File: src/rtl/tcpchk_pkg.sv
// Shared types, constants and checksum helper for the TCP header parse/check block.
`timescale 1ns / 1ps
package tcpchk_pkg;

  localparam int MAX_SEGMENT_BYTES = 65535;

  localparam int HdrBytes = 20;
  localparam int HdrIdxW  = $clog2(HdrBytes);

  localparam logic [16:0] CountSat  = 17'h1FFFF;
  localparam logic [16:0] MinHdrLen = 17'(HdrBytes);
  localparam logic [16:0] MaxSegLen = 17'(MAX_SEGMENT_BYTES);
  localparam logic [15:0] TcpProto  = 16'd6;
  localparam logic [16:0] SumGood   = 17'h0FFFF;

  localparam logic [2:0] ST_OK         = 3'd0;
  localparam logic [2:0] ST_SHORT      = 3'd1;
  localparam logic [2:0] ST_BAD_OFFSET = 3'd2;
  localparam logic [2:0] ST_TOO_LONG   = 3'd3;
  localparam logic [2:0] ST_BAD_SUM    = 3'd4;

  typedef logic [0:HdrBytes-1][7:0] hdr_bytes_t;

  // One finished segment as handed from the front to the back.
  typedef struct packed {
    hdr_bytes_t  hdr;
    logic [16:0] len;
    logic [16:0] sum;
    logic [31:0] src_ip;
    logic [31:0] dst_ip;
  } seg_rec_t;

  // Add a 16-bit word with a single end-around carry fold.
  function automatic logic [16:0] add_word(input logic [16:0] acc, input logic [15:0] w);
    logic [17:0] s;
    s = {1'b0, acc} + {2'b00, w};
    return {1'b0, s[15:0]} + {15'b0, s[17:16]};
  endfunction

endpackage

File: src/rtl/tcp_segment_header_parse_check.sv
// Top level: TCP segment header parser with pseudo-header checksum check.
// Takes one segment byte per cycle while full is low; no bubble between bytes or segments.
// The result is on the out_ ports (empty low) once the record of the final byte has
// passed through the record queue, stage 1 and the result register.
// Throughput: one result per cycle at most; the two-entry record queue and
// the result register absorb a stall on either side.
// Reset (rst_n low, synchronous) empties the queue and pipeline, clears the sums.
`timescale 1ns / 1ps
module tcp_segment_header_parse_check
  import tcpchk_pkg::*;
(
  input  logic        clk,
  input  logic        rst_n,
  input  logic        push,
  output logic        full,
  input  logic [7:0]  in_data_byte,
  input  logic        in_last_byte,
  input  logic [31:0] in_src_ip,
  input  logic [31:0] in_dst_ip,
  output logic        empty,
  input  logic        pop,
  output logic [2:0]  out_status,
  output logic [15:0] out_source_port,
  output logic [15:0] out_dest_port,
  output logic [31:0] out_seq_number,
  output logic [31:0] out_ack_number,
  output logic [5:0]  out_header_bytes,
  output logic [7:0]  out_flag_bits,
  output logic [15:0] out_window_size,
  output logic [15:0] out_checksum_field,
  output logic [15:0] out_urgent_pointer,
  output logic [15:0] out_data_length
);

  logic     q_full;
  logic     q_push;
  logic     q_valid;
  logic     q_pop;
  seg_rec_t push_rec;
  seg_rec_t head_rec;

  tcpchk_front u_front (
    .clk          (clk),
    .rst_n        (rst_n),
    .in_valid     (push),
    .in_data_byte (in_data_byte),
    .in_last_byte (in_last_byte),
    .in_src_ip    (in_src_ip),
    .in_dst_ip    (in_dst_ip),
    .q_full       (q_full),
    .in_stall     (full),
    .q_push       (q_push),
    .q_rec        (push_rec)
  );

  tcpchk_queue u_queue (
    .clk      (clk),
    .rst_n    (rst_n),
    .push     (q_push),
    .push_rec (push_rec),
    .full     (q_full),
    .pop      (q_pop),
    .valid    (q_valid),
    .head_rec (head_rec)
  );

  tcpchk_back u_back (
    .clk                (clk),
    .rst_n              (rst_n),
    .q_valid            (q_valid),
    .q_rec              (head_rec),
    .q_pop              (q_pop),
    .pop                (pop),
    .empty              (empty),
    .out_status         (out_status),
    .out_source_port    (out_source_port),
    .out_dest_port      (out_dest_port),
    .out_seq_number     (out_seq_number),
    .out_ack_number     (out_ack_number),
    .out_header_bytes   (out_header_bytes),
    .out_flag_bits      (out_flag_bits),
    .out_window_size    (out_window_size),
    .out_checksum_field (out_checksum_field),
    .out_urgent_pointer (out_urgent_pointer),
    .out_data_length    (out_data_length)
  );

endmodule

File: src/rtl/tcpchk_front.sv
// Front end: byte intake, header capture and running word sum per segment.
`timescale 1ns / 1ps
module tcpchk_front
  import tcpchk_pkg::*;
(
  input  logic        clk,
  input  logic        rst_n,
  input  logic        in_valid,
  input  logic [7:0]  in_data_byte,
  input  logic        in_last_byte,
  input  logic [31:0] in_src_ip,
  input  logic [31:0] in_dst_ip,
  input  logic        q_full,
  output logic        in_stall,
  output logic        q_push,
  output seg_rec_t    q_rec
);

  logic [16:0] count_r, count_nxt;
  logic [16:0] sum_r, sum_nxt;
  logic [7:0]  hold_r, hold_nxt;
  hdr_bytes_t  hdr_r, hdr_nxt;
  logic        take;
  logic        even;
  logic [15:0] word;

  assign in_stall = q_full;
  assign take     = in_valid && !q_full;
  assign even     = !count_r[0];
  assign word     = even ? {in_data_byte, 8'h00} : {hold_r, in_data_byte};

  always_comb begin
    hdr_nxt = hdr_r;
    if (count_r < MinHdrLen) begin
      hdr_nxt[count_r[HdrIdxW-1:0]] = in_data_byte;
    end
    hold_nxt  = even ? in_data_byte : hold_r;
    sum_nxt   = (!even || in_last_byte) ? add_word(sum_r, word) : sum_r;
    count_nxt = (count_r == CountSat) ? count_r : count_r + 17'd1;
  end

  assign q_push     = take && in_last_byte;
  assign q_rec.hdr    = hdr_nxt;
  assign q_rec.len    = count_nxt;
  assign q_rec.sum    = sum_nxt;
  assign q_rec.src_ip = in_src_ip;
  assign q_rec.dst_ip = in_dst_ip;

  always_ff @(posedge clk) begin
    if (!rst_n) begin
      count_r <= '0;
      sum_r   <= '0;
      hold_r  <= '0;
      hdr_r   <= '0;
    end else if (take) begin
      if (in_last_byte) begin
        // start the next segment from a clean slate
        count_r <= '0;
        sum_r   <= '0;
        hold_r  <= '0;
        hdr_r   <= '0;
      end else begin
        count_r <= count_nxt;
        sum_r   <= sum_nxt;
        hold_r  <= hold_nxt;
        hdr_r   <= hdr_nxt;
      end
    end
  end

endmodule

File: src/rtl/tcpchk_queue.sv
// Two-entry queue of finished segment records between front and back.
`timescale 1ns / 1ps
module tcpchk_queue
  import tcpchk_pkg::*;
(
  input  logic     clk,
  input  logic     rst_n,
  input  logic     push,
  input  seg_rec_t push_rec,
  output logic     full,
  input  logic     pop,
  output logic     valid,
  output seg_rec_t head_rec
);

  seg_rec_t    mem_r [2];
  logic        wr_ptr_r;
  logic        rd_ptr_r;
  logic [1:0]  cnt_r;
  logic        do_push;
  logic        do_pop;

  assign full     = (cnt_r == 2'd2);
  assign valid    = (cnt_r != 2'd0);
  assign head_rec = mem_r[rd_ptr_r];
  assign do_push  = push && !full;
  assign do_pop   = pop && valid;

  always_ff @(posedge clk) begin
    if (do_push) begin
      mem_r[wr_ptr_r] <= push_rec;
    end
  end

  always_ff @(posedge clk) begin
    if (!rst_n) begin
      wr_ptr_r <= 1'b0;
      rd_ptr_r <= 1'b0;
      cnt_r    <= 2'd0;
    end else begin
      if (do_push) wr_ptr_r <= !wr_ptr_r;
      if (do_pop)  rd_ptr_r <= !rd_ptr_r;
      cnt_r <= cnt_r + {1'b0, do_push} - {1'b0, do_pop};
    end
  end

`ifndef ASSERT_OFF
  a_no_push_when_full: assert property (@(posedge clk) disable iff (!rst_n)
    !(push && full))
    else $error("record pushed into a full queue");
  a_cnt_range: assert property (@(posedge clk) disable iff (!rst_n)
    cnt_r != 2'd3)
    else $error("queue count out of range");
  a_cnt_track: assert property (@(posedge clk) disable iff (!rst_n)
    (!do_push && do_pop) |=> (cnt_r == $past(cnt_r) - 2'd1))
    else $error("queue count lost a pop");
`endif

endmodule

File: src/rtl/tcpchk_back.sv
// Back end: pseudo-header sum, segment checks and result register.
`timescale 1ns / 1ps
module tcpchk_back
  import tcpchk_pkg::*;
(
  input  logic        clk,
  input  logic        rst_n,
  input  logic        q_valid,
  input  seg_rec_t    q_rec,
  output logic        q_pop,
  input  logic        pop,
  output logic        empty,
  output logic [2:0]  out_status,
  output logic [15:0] out_source_port,
  output logic [15:0] out_dest_port,
  output logic [31:0] out_seq_number,
  output logic [31:0] out_ack_number,
  output logic [5:0]  out_header_bytes,
  output logic [7:0]  out_flag_bits,
  output logic [15:0] out_window_size,
  output logic [15:0] out_checksum_field,
  output logic [15:0] out_urgent_pointer,
  output logic [15:0] out_data_length
);

  // stage 1: source address and upper destination word folded in
  logic        s1_v_r;
  hdr_bytes_t  s1_hdr_r;
  logic [16:0] s1_len_r;
  logic [15:0] s1_dip_lo_r;
  logic [16:0] s1_sum_r;
  logic [16:0] s1_sum_nxt;

  // result register
  logic        out_v_r;
  logic [2:0]  status_r;
  hdr_bytes_t  hdr_r;
  logic [5:0]  hbytes_r;
  logic [15:0] payload_r;

  logic        out_rdy;
  logic        s1_rdy;
  logic [16:0] sum_fin;
  logic [5:0]  hbytes;
  logic [2:0]  status_nxt;
  logic [15:0] payload_nxt;

  assign out_rdy = !out_v_r || pop;
  assign s1_rdy  = !s1_v_r || out_rdy;
  assign q_pop   = q_valid && s1_rdy;

  assign s1_sum_nxt = add_word(add_word(add_word(q_rec.sum, q_rec.src_ip[31:16]),
                                        q_rec.src_ip[15:0]),
                               q_rec.dst_ip[31:16]);

  assign sum_fin = add_word(add_word(add_word(s1_sum_r, s1_dip_lo_r), TcpProto),
                            s1_len_r[15:0]);
  assign hbytes  = {s1_hdr_r[12][7:4], 2'b00};

  always_comb begin
    if (s1_len_r < MinHdrLen) begin
      status_nxt = ST_SHORT;
    end else if ({11'b0, hbytes} < MinHdrLen || {11'b0, hbytes} > s1_len_r) begin
      status_nxt = ST_BAD_OFFSET;
    end else if (s1_len_r > MaxSegLen) begin
      status_nxt = ST_TOO_LONG;
    end else if (sum_fin != SumGood) begin
      status_nxt = ST_BAD_SUM;
    end else begin
      status_nxt = ST_OK;
    end
    payload_nxt = (status_nxt == ST_OK) ? (s1_len_r[15:0] - {10'b0, hbytes}) : 16'd0;
  end

  always_ff @(posedge clk) begin
    if (!rst_n) begin
      s1_v_r  <= 1'b0;
      out_v_r <= 1'b0;
    end else begin
      if (s1_rdy)  s1_v_r  <= q_valid;
      if (out_rdy) out_v_r <= s1_v_r;
    end
  end

  always_ff @(posedge clk) begin
    if (q_pop) begin
      s1_hdr_r    <= q_rec.hdr;
      s1_len_r    <= q_rec.len;
      s1_dip_lo_r <= q_rec.dst_ip[15:0];
      s1_sum_r    <= s1_sum_nxt;
    end
    if (out_rdy && s1_v_r) begin
      status_r  <= status_nxt;
      hdr_r     <= s1_hdr_r;
      hbytes_r  <= hbytes;
      payload_r <= payload_nxt;
    end
  end

  assign empty              = !out_v_r;
  assign out_status         = status_r;
  assign out_source_port    = {hdr_r[0], hdr_r[1]};
  assign out_dest_port      = {hdr_r[2], hdr_r[3]};
  assign out_seq_number     = {hdr_r[4], hdr_r[5], hdr_r[6], hdr_r[7]};
  assign out_ack_number     = {hdr_r[8], hdr_r[9], hdr_r[10], hdr_r[11]};
  assign out_header_bytes   = hbytes_r;
  assign out_flag_bits      = hdr_r[13];
  assign out_window_size    = {hdr_r[14], hdr_r[15]};
  assign out_checksum_field = {hdr_r[16], hdr_r[17]};
  assign out_urgent_pointer = {hdr_r[18], hdr_r[19]};
  assign out_data_length    = payload_r;

`ifndef ASSERT_OFF
  a_pop_fills_s1: assert property (@(posedge clk) disable iff (!rst_n)
    q_pop |=> s1_v_r)
    else $error("popped record did not reach stage 1");
  a_err_no_payload: assert property (@(posedge clk) disable iff (!rst_n)
    (out_v_r && status_r != ST_OK) |-> (payload_r == 16'd0))
    else $error("payload length nonzero on error");
  a_ok_hdr_len: assert property (@(posedge clk) disable iff (!rst_n)
    (out_v_r && status_r == ST_OK) |-> (hbytes_r >= 6'd20))
    else $error("ok status with short header length");
`endif

endmodule

File: config.mk
export PLATFORM = sky130hd
export DESIGN_NAME = tcp_segment_header_parse_check
export DESIGN_NICKNAME = d
export VERILOG_FILES = /design/src/rtl/tcpchk_pkg.sv /design/src/rtl/tcp_segment_header_parse_check.sv /design/src/rtl/tcpchk_front.sv /design/src/rtl/tcpchk_queue.sv /design/src/rtl/tcpchk_back.sv
export SDC_FILE = /design/constraint.sdc
export NUM_CORES = 1
export LEC_CHECK = 0
export BUFFER_PORTS_ARGS = -buffer_cell sky130_fd_sc_hd__buf_2
export CAP_MARGIN = 20
export CORE_MARGIN = 3
export CORE_UTILIZATION = 28
export DETAILED_ROUTE_END_ITERATION = 10
export GPL_TIMING_DRIVEN = 0
export RECOVER_POWER = 25
export SLEW_MARGIN = 20
export SYNTH_ARGS = -nofsm -noshare
export SYNTH_HDL_FRONTEND = slang
export SYNTH_SLANG_ARGS = --single-unit
File: constraint.sdc
create_clock -name clk -period 21.2 [get_ports clk]
set_input_delay 3.18 -clock clk [delete_from_list [all_inputs] [get_ports clk]]
set_output_delay 3.18 -clock clk [all_outputs]
set_load 0.02 [all_outputs]
Word level (Yosys, flattened, before mapping)
Memory sizes are Yosys's and may differ from the RTL's. A register that Yosys moved wholly into a read port is not among the register bits.
Cells that the tools add are included.

operators by class
  add/subtract/negate cells = 18
  multipliers = 0
  div/mod/pow operators = 0
  magnitude comparators = 7
  equal/unequal tests = 4
  shift-type cells = 0
  muxes and demuxes = 20
  bitwise operators = 1
  reductions and logical operators = 19

operator list
  operator               count
  $mux 160               2
  $bwmux 160             1
  $add 16x2->17          7
  $add 17x16->18         6
  $mux 17                4
  $demux 8 s5            1
  $lt 17x5->1 const B    2
  $mux 8                 3
  $add 17x3->18 const B  1
  $add 17x1->17 const B  1
  $eq 17x17->1 const B   1
  $gt 17x16->1 const B   1
  $gt 6x17->1            1
  $ne 17x16->1 const B   1
  $mux 16                1
  $sub 16x6->16          1
  $mux 3                 4
  $logic_and 1x1->1      7
  $ge 6x6->1 const B     1
  $lt 6x1->1 const B     1
  $lt 6x5->1 const B     1
  $not 5->6              1
  $logic_not 1->1        5
  $logic_or 1x1->1       4
  other kinds (8)        11

word-level totals
  flip-flop bits (word level) = 593
  latch bits = 0
  memory bits (writable) = 516
  ROM bits = 0
  input port bits = 77
  output and inout bits = 179
  memories = 1

memory list
  memory         depth  width  read ports  clocked after Yosys merged registers in  write ports  line                text
  u_queue.mem_r  2      258    1           1                                        1            tcpchk_queue.sv:16  seg_rec_t mem_r [2];

Longest topological paths before layout
Gate-level depths: netlist of run 1.

  depth in word-level cells = 12
  mapped depth = 49

Cells and area by module
A second synthesis of run 1 with hierarchy kept.

second synthesis, totals
  cell total of the unflattened synthesis = 3,619
  area, all modules = 48,980.7 um^2

by module, submodules not included
  module        instances  cells an instance  area an instance (um^2)  sequential area each (um^2)
  tcpchk_queue  1          829                19,703.9                 15,595.0
  tcpchk_back   1          1,131              17,171.5                 11,481.0
  tcpchk_front  1          1,659              12,105.4                 4,043.9

Worst setup path before layout of run 1
No wires, ideal clock.

  path kind = in2reg
  from = input port in_last_byte
  to = register u_queue.wr_ptr_r
  library setup time = 0.108 ns
  arrival time = 15.519 ns
  required time = 21.092 ns
  path slack = 5.573 ns
  cell stages on the path = 6
  buffers on the path = 3
  cells stage by stage = clkbuf_1 buf_1 clkbuf_1 nand2_1 nor2_1 o21a_1

between the ends
  word-level cells in the longest chain between the ends = 2

RTL lines
  what                    line                                  text
  start: declaration      tcp_segment_header_parse_check.sv:17  input logic in_last_byte,
  $logic_and 1x1->1       tcpchk_front.sv:42                    assign q_push = take && in_last_byte;
  $logic_and 1x1->1       tcpchk_queue.sv:26                    assign do_push = push && !full;
  end signal: assignment  tcpchk_queue.sv:41                    if (do_push) wr_ptr_r <= !wr_ptr_r;
  end: declaration        tcpchk_queue.sv:17                    logic wr_ptr_r;

No other way between the ends.
A chain may end at the register's enable or synchronous reset.

==> impl_metrics.tcl, run 1 <==
set metrics [dict create \
    die_y_um 415 \
    r2r_cells 49 \
    syn2layout_area_growth_pct 18.4 \
    relSlewSlack 0.187 \
    holdPathStages 0 \
    synth_ff_type "edfxtp_1" \
    drv_slew 0 \
    cts_tree "built" \
    critPathLaunchType "flop" \
    grt_max_degree 52 \
    core-area_mm2 0.166 \
    grt_pass1_vias 27800 \
    fin_ws_ps 8930 \
    synth_common_cells "edfxtp_1, nand2_1, mux2_2" \
    clk_latency_ps 750 \
    holdPathEnd "u_back.out_ack_number[23]$_DFFE_PP_" \
    post-route-period-util 0.579 \
    drt-total-wl_um 117000 \
    worst_pin_slew_ps 1220 \
    hold_buffers 0 \
    post-place-ws_ps 9390 \
    ant_nets 0 \
    dieArea_mm2 0.172 \
    port_buffers 252 \
    drtIter0Drc 2068 \
    crit_fanout 10 \
    grt_util_met2 0.230 \
    yosysMostFrequentCell "edfxtp_1" \
    hold_path.class "reg2reg" \
    skew_ps 56.3 \
    cp.arrival_ps 12690 \
    synth-async-reset-ratio 0 \
    placed_cell_area_mm2 0.0518 \
    yosysTopAreaCellShare 0.571 \
    die_w_um 415 \
    use_met1 0.166 \
    setup_tns_ps 0 \
    final_util 0.334 \
    std_cell_rows 149 \
    htree_levels 3 \
    maxCapViolCount 0 \
    finalHoldViolCount 0 \
    syn_area_mm2 0.0468 \
    setup_viol 0 \
    rsz0062_at_grt "no" \
    worstPathRequired_ps 21620 \
    hp-start "u_back.s1_hdr_r[87]$_DFFE_PP_" \
    viasPerCell 4.56 \
    first_pass_iters 6 \
    gp_congestion 0.826 \
    grt_pass1_wl_um 174000 \
    cts.sinks 1094 \
    reg2reg_setup_slack_ps 8930 \
    ys_top_cells_by_area "edfxtp_1, dfxtp_1, mux2_2" \
    drc 0 \
    postCtsSetupBuffers 0 \
    dpl.hpwl_um 83300 \
    ios 256 \
    run_status "complete, no violations" \
    cts.path.max_buffers 3 \
    vias 28000 \
    worstSetupPathType "reg2reg" \
    start_util 0.283 \
    nFillCells 16200 \
    grtUsageTotal 0.133 \
    synth_edf_count 889 \
    slowest_delay_ps 900 \
    yosysSeqAreaShare 0.658 \
    ys_ff_latch 1094 \
    overflow 0 \
    avgSynthCellArea_um2 13.6 \
    period_needed_ps 12270 \
    fin_area_mm2 0.0554 \
    grtUsageMet3 0.0194 \
    cts-root-buf "clkbuf_16" \
    cts_buffers 109 \
    syn_inst 3453 \
    synthDistinctLibCells 85 \
    critPathSlowestCell "clkbuf_1" \
    antenna_found_initial 5 \
    endpoint_kind "flop" \
    synth_area_leader_cell "edfxtp_1" \
    busiest_layer "met2" \
    clkTransAtPathRegs_ps 60 \
    cts_resized 0 \
    yosysWarnings 0 \
    r2r-end "u_back.s1_sum_r[12]$_DFFE_PP_" \
    max_freq_mhz 81.5 \
    drive_above_1_share 0.164 \
    nets 4108 \
    wl_per_cell_um 19.1 \
]
-- cells by family (layout without fill, tap and decap cells) --
family          after synthesis  count (layout)  synth area share
other cells                   1               9         0.0000801
fa+ha+maj                   177             177            0.0499
xor+xnor                    143             143            0.0268
flops                      1094            1094             0.658
simple gates               1091            1091             0.112
buf+inv                     211             704            0.0174
compound gates              469             469            0.0714
mux                         267             267            0.0641
-- metrics by stage --
step                      std cells  hold WS, ps
after CTS                      6136          418
final                          6143          417
after global routing           6140          423
after floorplan                3454          400
after global placement         5895          405
after detailed placement       5932          405
-- per-layer routing --
layer  share of wire  up-vias
met2            0.50      726
met4           0.034        0
met3           0.050      161
li1                -    13500
met5               0        -
met1            0.41    13700
-- cell usage in the layout, fill, tap and decap left out, drive strengths merged, types with 81 or more instances in the layout --
cell type / netlist / final
xnor2: 96 / 96
edfxtp: 889 / 889
a22oi: 183 / 183
dfxtp: 205 / 205
buf: 15 / 255
nor2: 103 / 103
clkbuf: 109 / 296
nor2b: 211 / 211
o21ai: 81 / 81
mux2: 262 / 262
ha: 161 / 161
nand2: 563 / 563
-- state kept, by name (all words and copies together), names as in the netlist, 4 cells and up, named ones only --
signal                     count
u_queue.mem_r                508
u_front.hdr_r                156
u_back.s1_hdr_r              152
u_back.out_ack_number         32
u_back.out_seq_number         32
u_back.s1_len_r               17
u_back.s1_sum_r               17
u_front.count_r               17
u_front.sum_r                 17
u_back.out_checksum_field     16
u_back.out_data_length        16
u_back.out_dest_port          16
u_back.out_source_port        16
u_back.out_urgent_pointer     16
u_back.out_window_size        16
u_back.s1_dip_lo_r            16
u_back.out_flag_bits           8
u_front.hold_r                 8
u_back.hbytes                  4
u_back.out_header_bytes        4
-- cell type report --
cell class | instances | area (um^2) | area share
antenna | 7 | 17.5 | 0.000316
buffer | 124 | 487 | 0.00879
clock buffer | 138 | 2880 | 0.0519
clock inverter | 66 | 788 | 0.0142
inverter | 87 | 327 | 0.00590
multi-input combinational | 2149 | 15200 | 0.275
sequential | 1094 | 30800 | 0.556
tap | 2189 | 2740 | 0.0495
timing repair buffer | 289 | 2140 | 0.0386
-- worst max-delay path: cells and delay by family (launching register included) --
| kind | cells | cell delay, ps |
|---|---|---|
| DFF | 1 | 330 |
| adders and majority gates | 9 | 2620 |
| AOI/OAI and AO/OA | 19 | 4040 |
| buffers and inverters | 6 | 2140 |
| muxes | 1 | 430 |
| and+or+nand+nor | 11 | 1950 |
| xor gates and xnor gates | 3 | 400 |
-- worst max path at each step --
stage | start | depth (start not counted) | slack, ps | endpoint
after global placement | push | 7 | -2770 | u_queue.wr_ptr_r$_SDFFE_PN0P_
after floorplan | in_last_byte | 6 | 5570 | u_queue.wr_ptr_r$_SDFFE_PN0P_
after detailed placement | flop | 49 | 9390 | u_back.s1_sum_r[12]$_DFFE_PP_
final | flop | 49 | 8930 | u_back.s1_sum_r[12]$_DFFE_PP_
after global routing | flop | 49 | 7940 | u_back.s1_sum_r[12]$_DFFE_PP_
after CTS | flop | 49 | 9290 | u_back.s1_sum_r[12]$_DFFE_PP_
Power of run 1 is left out: the tool's default activity adds up to more than one toggle a clock period on the data nets, which glitch-free logic cannot reach.
==> run 2, diff against run 1 <==
==> constraint.sdc (replaced) <==
create_clock -name clk -period 10.5 [get_ports clk]
set_input_delay 1.575 -clock clk [delete_from_list [all_inputs] [get_ports clk]]
set_output_delay 1.575 -clock clk [all_outputs]
set_load 0.02 [all_outputs]
==> impl_metrics.tcl, run 2 (same netlist as run 1, synthesis figures left out) <==
set metrics [dict create \
    run_status "complete, no violations" \
    overflow 0 \
    reg.largest.list "u_queue.mem_r (508), u_front.hdr_r (156), u_back.s1_hdr_r (152)" \
    die_y_um 415 \
    relSlewSlack 0.273 \
    cp.arrival_ps 10460 \
    cts-root-buf "clkbuf_16" \
    htree_levels 3 \
    vias 28100 \
    grt_pass1_wl_um 175000 \
    hold_buffers 0 \
    start_util 0.283 \
    post-route-period-util 0.954 \
    crit_fanout 10 \
    drt-total-wl_um 118000 \
    ant_nets 0 \
    layout_common_cells "edfxtp_1, nand2_1, mux2_2" \
    setup_viol 0 \
    grtUsageTotal 0.134 \
    period_needed_ps 10020 \
    regMostFlops "u_queue.mem_r" \
    port_buffers 252 \
    dieArea_mm2 0.172 \
    first_pass_iters 5 \
    fin_area_mm2 0.0555 \
    max_freq_mhz 99.8 \
    dpl.hpwl_um 83400 \
    core-area_mm2 0.166 \
    drv_slew 0 \
    crit_top_cell "fa_1" \
    worst_pin_slew_ps 1090 \
    drc 0 \
    ios 256 \
    critPathLaunchType "flop" \
    viasPerCell 4.57 \
    maxCapViolCount 0 \
    clk_latency_ps 750 \
    slowest_delay_ps 440 \
    worstPathRequired_ps 10940 \
    ff_latch_area_mm2 0.0308 \
    die_w_um 415 \
    cts.sinks 1094 \
    multiInputGateArea_mm2 0.0153 \
    grt_pass1_vias 27900 \
    cts_tree "built" \
    syn2layout_area_growth_pct 18.6 \
    final_common_cell "edfxtp_1" \
    drive_above_1_share 0.196 \
    finalHoldViolCount 0 \
    grt_max_degree 50 \
    nets 4117 \
    drtIter0Drc 1933 \
    antenna_found_initial 7 \
    hold_path.class "reg2reg" \
    nFillCells 16200 \
    timing.hold.ws_ps 394 \
    critPathSlowestCell "o41ai_4" \
    skew_ps 60.6 \
    cts_buffers 110 \
    clkTransAtPathRegs_ps 60 \
    largest_reg_flops 508 \
    cts.path.max_buffers 3 \
    worstSetupPathType "reg2reg" \
    std_cell_rows 149 \
    wl_per_cell_um 19.1 \
    placed_cell_area_mm2 0.0517 \
    endpoint_kind "flop" \
    gp_congestion 0.804 \
]
## run 2: changes by cell type in the layout (fill, tap and decap cells not counted), moves of 5 or more
| cell | before | now |
|---|---|---|
| buf_12 | 11 | 16 |
| clkinv_2 | 17 | 23 |
| clkinvlp_4 | 11 | 4 |
| a21oi_1 | 55 | 47 |
| mux2_1 | 94 | 0 |
| diode_2 | 7 | 2 |
| bufinv_16 | 12 | 6 |
| buf_4 | 2 | 11 |
| a21oi_2 | 1 | 8 |
| mux2_2 | 168 | 262 |
## run 2: stage by stage
stage,instances,utilization,TNS [ps],worst slack [ps]
after detailed placement,5932,0.312,-13940,-1390
after floorplan,3454,-,0,411
after global routing,6151,0.335,-64.1,-64.1
after global placement,5895,0.307,-2990320,-5090
after CTS,6141,0.335,0,63.4
final,6151,0.335,0,479
## run 2: cell type report
| class | instances | share of cell area |
|---|---|---|
| flip-flops and latches | 1094 | 0.555 |
| multi-input cells | 2149 | 0.276 |
| clock buffers | 147 | 0.0536 |
| well taps | 2189 | 0.0494 |
| repair buffers | 297 | 0.0391 |
| clock inverters | 62 | 0.0109 |
| plain buffers | 124 | 0.00952 |
| inverters | 87 | 0.00589 |
| diodes | 2 | 0.0000902 |
## run 2: what timing repair did
action,4_1_cts,5_1_grt
buffers inserted,0,8
resized for setup,20,23
setup endpoints to repair,16,11
pin swaps,0,8
## run 2: worst paths after layout
| kind | start | to | slack (ps) | cells after the start |
|---|---|---|---|---|
| setup / recovery | flop | u_back.s1_sum_r[15]$_DFFE_PP_ | 480 | 47 |
| hold / removal | u_back.s1_hdr_r[45]$_DFFE_PP_ | u_back.out_window_size[13]$_DFFE_PP_ | 390 | 0 |
| setup reg to reg | flop | u_back.s1_sum_r[15]$_DFFE_PP_ | 480 | 47 |
| hold reg to reg | u_back.s1_hdr_r[45]$_DFFE_PP_ | u_back.out_window_size[13]$_DFFE_PP_ | 390 | 0 |
## run 2: critical path, delay by kind of cell (launching register included)
kind,cells,cell delay (ps)
compound gates,21,3990
fa+ha+maj,9,2550
simple gates,9,1460
flops,1,350
xor+xnor,2,340
mux,1,370
buf+inv,5,590
## run 2: layer usage
layer / up-vias / share of wire / GRT usage / wire (um)
met4: 0 / 0.035 / 0.0527 / 4080
met2: 682 / 0.50 / 0.233 / 59200
met3: 181 / 0.050 / 0.0232 / 5930
met5: - / 0 / 0 / 0
met1: 13800 / 0.41 / 0.164 / 48600
li1: 13500 / - / - / -
Power of run 2 is left out for the same reason.
